`config.mk`:
```
export PLATFORM = sky130hd
export DESIGN_NAME = cce_mac
export DESIGN_NICKNAME = d
export VERILOG_FILES = /design/src/rtl/cce_pkg.sv /design/src/rtl/cce_mac.sv
export SDC_FILE = /design/constraint.sdc
export NUM_CORES = 1
export LEC_CHECK = 0
export BUFFER_PORTS_ARGS = -buffer_cell sky130_fd_sc_hd__buf_4
export CAP_MARGIN = 20
export CELL_PAD_IN_SITES_DETAIL_PLACEMENT = 1
export CELL_PAD_IN_SITES_GLOBAL_PLACEMENT = 1
export CORE_MARGIN = 2
export CORE_UTILIZATION = 51
export DETAILED_ROUTE_END_ITERATION = 8
export GPL_ROUTABILITY_DRIVEN = 0
export PLACE_DENSITY_LB_ADDON = 0.2
export RECOVER_POWER = 50
export SYNTH_ARGS = -nofsm -noshare
export SYNTH_HDL_FRONTEND = slang
export SYNTH_SLANG_ARGS = --single-unit
```
`constraint.sdc`:
```
create_clock -name clk -period 15.38 [get_ports clk]
set_input_delay 1.538 -clock clk [delete_from_list [all_inputs] [get_ports clk]]
set_output_delay 1.538 -clock clk [all_outputs]
set_load 0.05 [all_outputs]
```
`src/rtl/cce_pkg.sv`:
```
// Shared types, widths and codes for the circular convolution engine.
package cce_pkg;

  localparam int SAMPLE_BITS   = 16;
  localparam int FRAC_BITS     = SAMPLE_BITS - 1;
  localparam int IDX_W         = 10;
  localparam int TAPCNT_W      = 7;
  localparam int BLKLEN_W      = 11;
  localparam int CFG_IDX_W     = 2;
  localparam int CFG_DATA_W    = 11;
  localparam int MAX_TAPS_DEF  = 64;
  localparam int MAX_BLOCK_DEF = 1024;

  typedef enum logic [1:0] {
    CMD_LOAD_TAP    = 2'd0,
    CMD_LOAD_SAMPLE = 2'd1,
    CMD_COMPUTE     = 2'd2,
    CMD_RSVD        = 2'd3
  } cmd_t;

  typedef enum logic [CFG_IDX_W-1:0] {
    REG_TAP_COUNT    = 2'd0,
    REG_BLOCK_LENGTH = 2'd1,
    REG_RSVD2        = 2'd2,
    REG_RSVD3        = 2'd3
  } cfg_reg_t;

  typedef struct packed {
    cmd_t                          cmd;
    logic [IDX_W-1:0]              index;
    logic signed [SAMPLE_BITS-1:0] value;
  } in_item_t;

  typedef struct packed {
    logic [IDX_W-1:0]              out_index;
    logic signed [SAMPLE_BITS-1:0] out_value;
    logic                          saturated;
  } out_item_t;

  // Controls from the sequencer to the multiply-accumulate unit.
  typedef struct packed {
    logic clr;
    logic mul_en;
    logic acc_en;
  } mac_ctl_t;

endpackage

```
`src/rtl/cce_mac.sv`:
```
// Shared multiply-accumulate unit: registered product, then wide accumulate.
module cce_mac #(
  parameter int ACC_W = 40
) (
  input  logic                                    clk,
  input  cce_pkg::mac_ctl_t                       ctl,
  input  logic signed [cce_pkg::SAMPLE_BITS-1:0]  tap,
  input  logic signed [cce_pkg::SAMPLE_BITS-1:0]  sample,
  output logic signed [ACC_W-1:0]                 acc
);
  import cce_pkg::*;

  localparam int PROD_W = 2 * SAMPLE_BITS;

  logic signed [PROD_W-1:0] product_r;
  logic signed [ACC_W-1:0]  acc_r;

  always_ff @(posedge clk) begin
    if (ctl.mul_en) begin
      product_r <= tap * sample;
    end
    if (ctl.clr) begin
      acc_r <= '0;
    end else if (ctl.acc_en) begin
      acc_r <= acc_r + ACC_W'(product_r);
    end
  end

  assign acc = acc_r;

endmodule

```
# After elaboration in Yosys (flattened, before gate mapping)
# Cells that the tools add are included.
# op_classes
n_div,0
reduce_logical,0
eq_ne,0
order_cmp,0
bitwise,0
n_shift,0
n_mux,0
mul,1
n_addsub,1
# ops
operator,n
40-bit by 32-bit adder with 40-bit output,1
16-bit by 16-bit multiplier with 32-bit output,1
# totals
mem_count,0
register_bits,72
rom_bits,0
mem_bits_rw,0
latch_bits,0

# Logic depth before layout (Yosys ltp)
# logic_depth
word_depth,1
ltp_mapped,23

# Worst setup path after synthesis
# No wires, ideal clock.
# synth_path
kind,input-to-reg
start,input sample[1] (netlist name)
end,register product_r[30] (data pin)
arrival_time_ns,6.849
stages,19
required_ns,15.099
setup_ns,0.281
slack_ns,8.249
path_cell_list,clkbuf_1 -> nand2_1 -> inv_1 -> fa_1 -> fa_1 -> fa_1 -> fa_1 -> fa_1 -> inv_1 -> fa_1 -> inv_1 -> ha_1 -> o21ai_0 -> a21o_1 -> a21oi_1 -> o21ai_0 -> a311oi_1 -> o31ai_1 -> o311ai_0
# synth_via
elab_chain_len,1
# synth_lines
element,line,source
"start, declared",cce_mac.sv:8,"input logic signed [cce_pkg::SAMPLE_BITS-1:0] sample,"
16-bit by 16-bit multiplier with 32-bit output,cce_mac.sv:20,product_r <= tap * sample;
"end signal, assigned",cce_mac.sv:20,
"end, declared",cce_mac.sv:15,logic signed [PROD_W-1:0] product_r;
# No other way between the ends.
# A chain may end at the register's enable or synchronous reset.

# Worst setup path in the final report
# layout_path
start,input tap[0] (netlist name)
end,register product_r[30] (data pin)
# layout_via
elab_chain_len,1
# layout_lines
element,line,source
"start, declared",cce_mac.sv:7,"input logic signed [cce_pkg::SAMPLE_BITS-1:0] tap,"
16-bit by 16-bit multiplier with 32-bit output,cce_mac.sv:20,
# No other way between the ends.

==> impl_results.rst <==
.. list-table::
   :header-rows: 1

   * - Metric
     - Value
   * - Horizontal extent of the die
     - 173 um
   * - Worst setup startpoint
     - tap[0]
   * - Endpoint of the lowest-slack register-to-register path
     - acc[36]
   * - Top_reg_cell synth
     - dfxtp_1
   * - Maximum buffer depth of the clock tree
     - 2
   * - Violations in the final reports
     - max-capacitance violations, max-slew violations
   * - Post-Synthesis Net Count
     - 2015
   * - Pins over their slew limit
     - 75
   * - Post-layout net count
     - 2042
   * - Total of buffers placed on input and output ports
     - 75
   * - Die Ht
     - 173 um
   * - CTS H-tree lvls
     - 3
   * - Yosys synthesis warning count
     - 0
   * - Critical path endpoint category
     - register
   * - Count of cells along the worst register-to-register path
     - 9
   * - Final min period
     - 7.70 ns
   * - Mean number of vias per cell
     - 5.67
   * - Number of nets still failing antenna checks after routing
     - 0
   * - Library cell occupying the most area in the post-synthesis netlist
     - fa_1
   * - Setup slack after placement
     - 7.59 ns
   * - Via count of the first global-routing pass
     - 12900
   * - Routed WL per cell
     - 19.9 um
   * - Crit start category
     - input port
   * - Number of enable-type register cells in the synthesized netlist
     - 32
   * - Antenna violations before repair
     - 0
   * - Fmax
     - 0.130 GHz
   * - Setup TNS Final
     - 0 ns
   * - Total placed instance area
     - 15300 um^2
   * - Max transition margin
     - -63.6%
   * - Number of buffers added to fix hold violations after cts
     - 0
   * - Run status
     - finished, violations left
   * - Layout cell share with drive strength beyond 1
     - 4.49%
   * - Clock latency of the later-clocked register in the worst-skew pair
     - 0.34 ns
   * - Worst Slack Setup Final
     - 7.68 ns
   * - Commonest cells after routing, fill and taps aside
     - inv_1, fa_1, nand2_1
   * - Core region area
     - 27900 um^2
   * - Die ar.
     - 29800 um^2
   * - Drt pass-1 iters
     - 5
   * - Synth cell types
     - 67
   * - Drt total wl
     - 40000 um
   * - Clock Skew
     - 0.0120 ns
   * - Setup slack on the worst flop-to-flop path
     - 11.86 ns
   * - Unrepaired setup endpoints after global routing
     - false
   * - Post-synth top area share
     - 36.4%
   * - Number of fill cells
     - 3275
   * - Clock Pin Slew Worst Setup and Hold Paths
     - 0.06 ns
   * - Transition at the pin with the smallest max-transition slack
     - 2.45 ns
   * - Total I/O pin count
     - 76
   * - Wire length of the first global-routing pass
     - 66300 um
   * - Largest net degree at the start of global routing
     - 51
   * - Worst setup path category
     - input port to register
   * - Max-cap violations
     - 2
   * - Clock tree from TritonCTS
     - done
   * - Most frequent standard cell in the layout excluding fill and tap cells
     - inv_1
   * - Congestion Overflow GR
     - 0
   * - DRC violations left
     - 0
   * - FF+latch count, synth
     - 72
   * - Share of the clock period used by the worst path
     - 50.1%
   * - # setup viols final
     - 0
   * - Initial Util
     - 52.0%
   * - Largest fanout on the critical path
     - 16
   * - Antenna diode instance count
     - 0
   * - Final number of hold-violating endpoints
     - 0
   * - Required arrival time at the worst endpoint
     - 15.51 ns
   * - Data arrival time of the worst path
     - 7.83 ns
   * - Async set or reset register ratio after synthesis
     - 0%
   * - Post-CTS setup-driven buffer insertion count
     - 0
   * - Gate count of the mapped netlist
     - 1595
   * - Most area-consuming cells after synthesis
     - fa_1, ha_1, inv_1
   * - Root Buffer
     - clkbuf_16
   * - Resized cells post-CTS
     - 0
   * - Post-DP HPWL
     - 32600 um
   * - Detailed-route via count
     - 11400
   * - Number of design-rule violations left by the first detailed-router iteration
     - 644
   * - Worst hold-check path type
     - register to register
   * - Synthesized area
     - 14500 um^2
   * - Row count
     - 61
   * - Worst reg2reg path startpoint
     - product_r[31]
   * - Clock buffers created by TritonCTS
     - 9
   * - End of the critical path
     - product_r[30]
   * - Clk sinks
     - 72
   * - Fin area
     - 15500 um^2
   * - Average footprint of a synthesized cell
     - 9.08 um^2
   * - Synth-to-Final Area Change
     - 6.91%
   * - Global router's overall resource usage
     - 27.5%
   * - Register area share after synthesis
     - 12.2%
## state kept, by name (all words and copies together), names as in the netlist
name / count
acc: 40
product_r: 32
## area by class of cell
| type | count | area [um^2] | area share, % |
|---|---|---|---|
| clock inverters | 6 | 75.1 | 0.485 |
| inverters | 303 | 1140 | 7.34 |
| clock buffers | 10 | 239 | 1.54 |
| multi-input cells | 1160 | 11300 | 73.3 |
| flip-flops and latches | 72 | 1760 | 11.4 |
| well taps | 378 | 473 | 3.05 |
| repair buffers | 76 | 454 | 2.93 |
## how the worst min path moves through the flow
stage / startpoint / to / slack (ns) / depth (start not counted)
floorplan: product_r[0] / acc[0] / 0.57 / 3
global placement: acc[32] / acc[32] / 0.48 / 2
detailed placement: acc[32] / acc[32] / 0.49 / 2
CTS: acc[32] / acc[32] / 0.50 / 2
global route: acc[32] / acc[32] / 0.53 / 2
finish: acc[32] / acc[32] / 0.50 / 2
## layer usage
layer	wire length, um	up-vias	track usage (%)
li1	-	5147	-
met1	17600	5855	36.6
met2	19700	305	47.9
met3	1700	62	2.50
met4	926	0	8.01
met5	0	-	0
## metrics by stage
step,utilization [%],instances,hold slack [ns]
6_report,55.6,2005,0.495
5_1_grt,55.6,2005,0.533
4_1_cts,56.0,2005,0.497
3_5_place_dp,54.9,1989,0.488
3_3_place_gp,54.9,1989,0.478
2_1_floorplan,-,1595,0.567
## kinds of logic (layout without fill, tap and decap cells)
group	Yosys count	count (layout)	synth area share, %
compound gates	234	234	10.9
xor+xnor	53	53	3.20
simple gates	468	468	15.9
buf+inv	363	395	9.51
fa+ha+maj	384	384	46.8
mux	21	21	1.46
flops	72	72	12.2
## critical path, stage by stage
cell and delay [ns]:
clkbuf_1 0.68, nand2b_1 0.22, fa_1 0.44, fa_1 0.50, inv_1 0.05, fa_1 0.55
fa_1 0.46, fa_1 0.49, inv_1 0.05, fa_1 0.49, inv_1 0.04, ha_1 0.38
and4_1 0.29, o21ai_0 0.14, a31oi_1 0.23, o21ai_0 0.24, a311oi_1 0.43, o31ai_1 0.22
o311ai_0 0.37
## cell usage after synthesis, drive strengths merged (12+ instances only)
master    n
and2    129
nand4    12
ha      121
buf      16
inv     303
fa      263
nand2   163
nand3    21
o21ai    42
clkbuf   44
a21oi    57
edfxtp   32
xnor2    42
mux2i    20
a21o     30
a211oi   13
dfxtp    40
nor2     75
nor3     18
a31oi    12
Power is left out: the tool's default activity adds up to more than one toggle a clock period on the data nets, which glitch-free logic cannot reach.
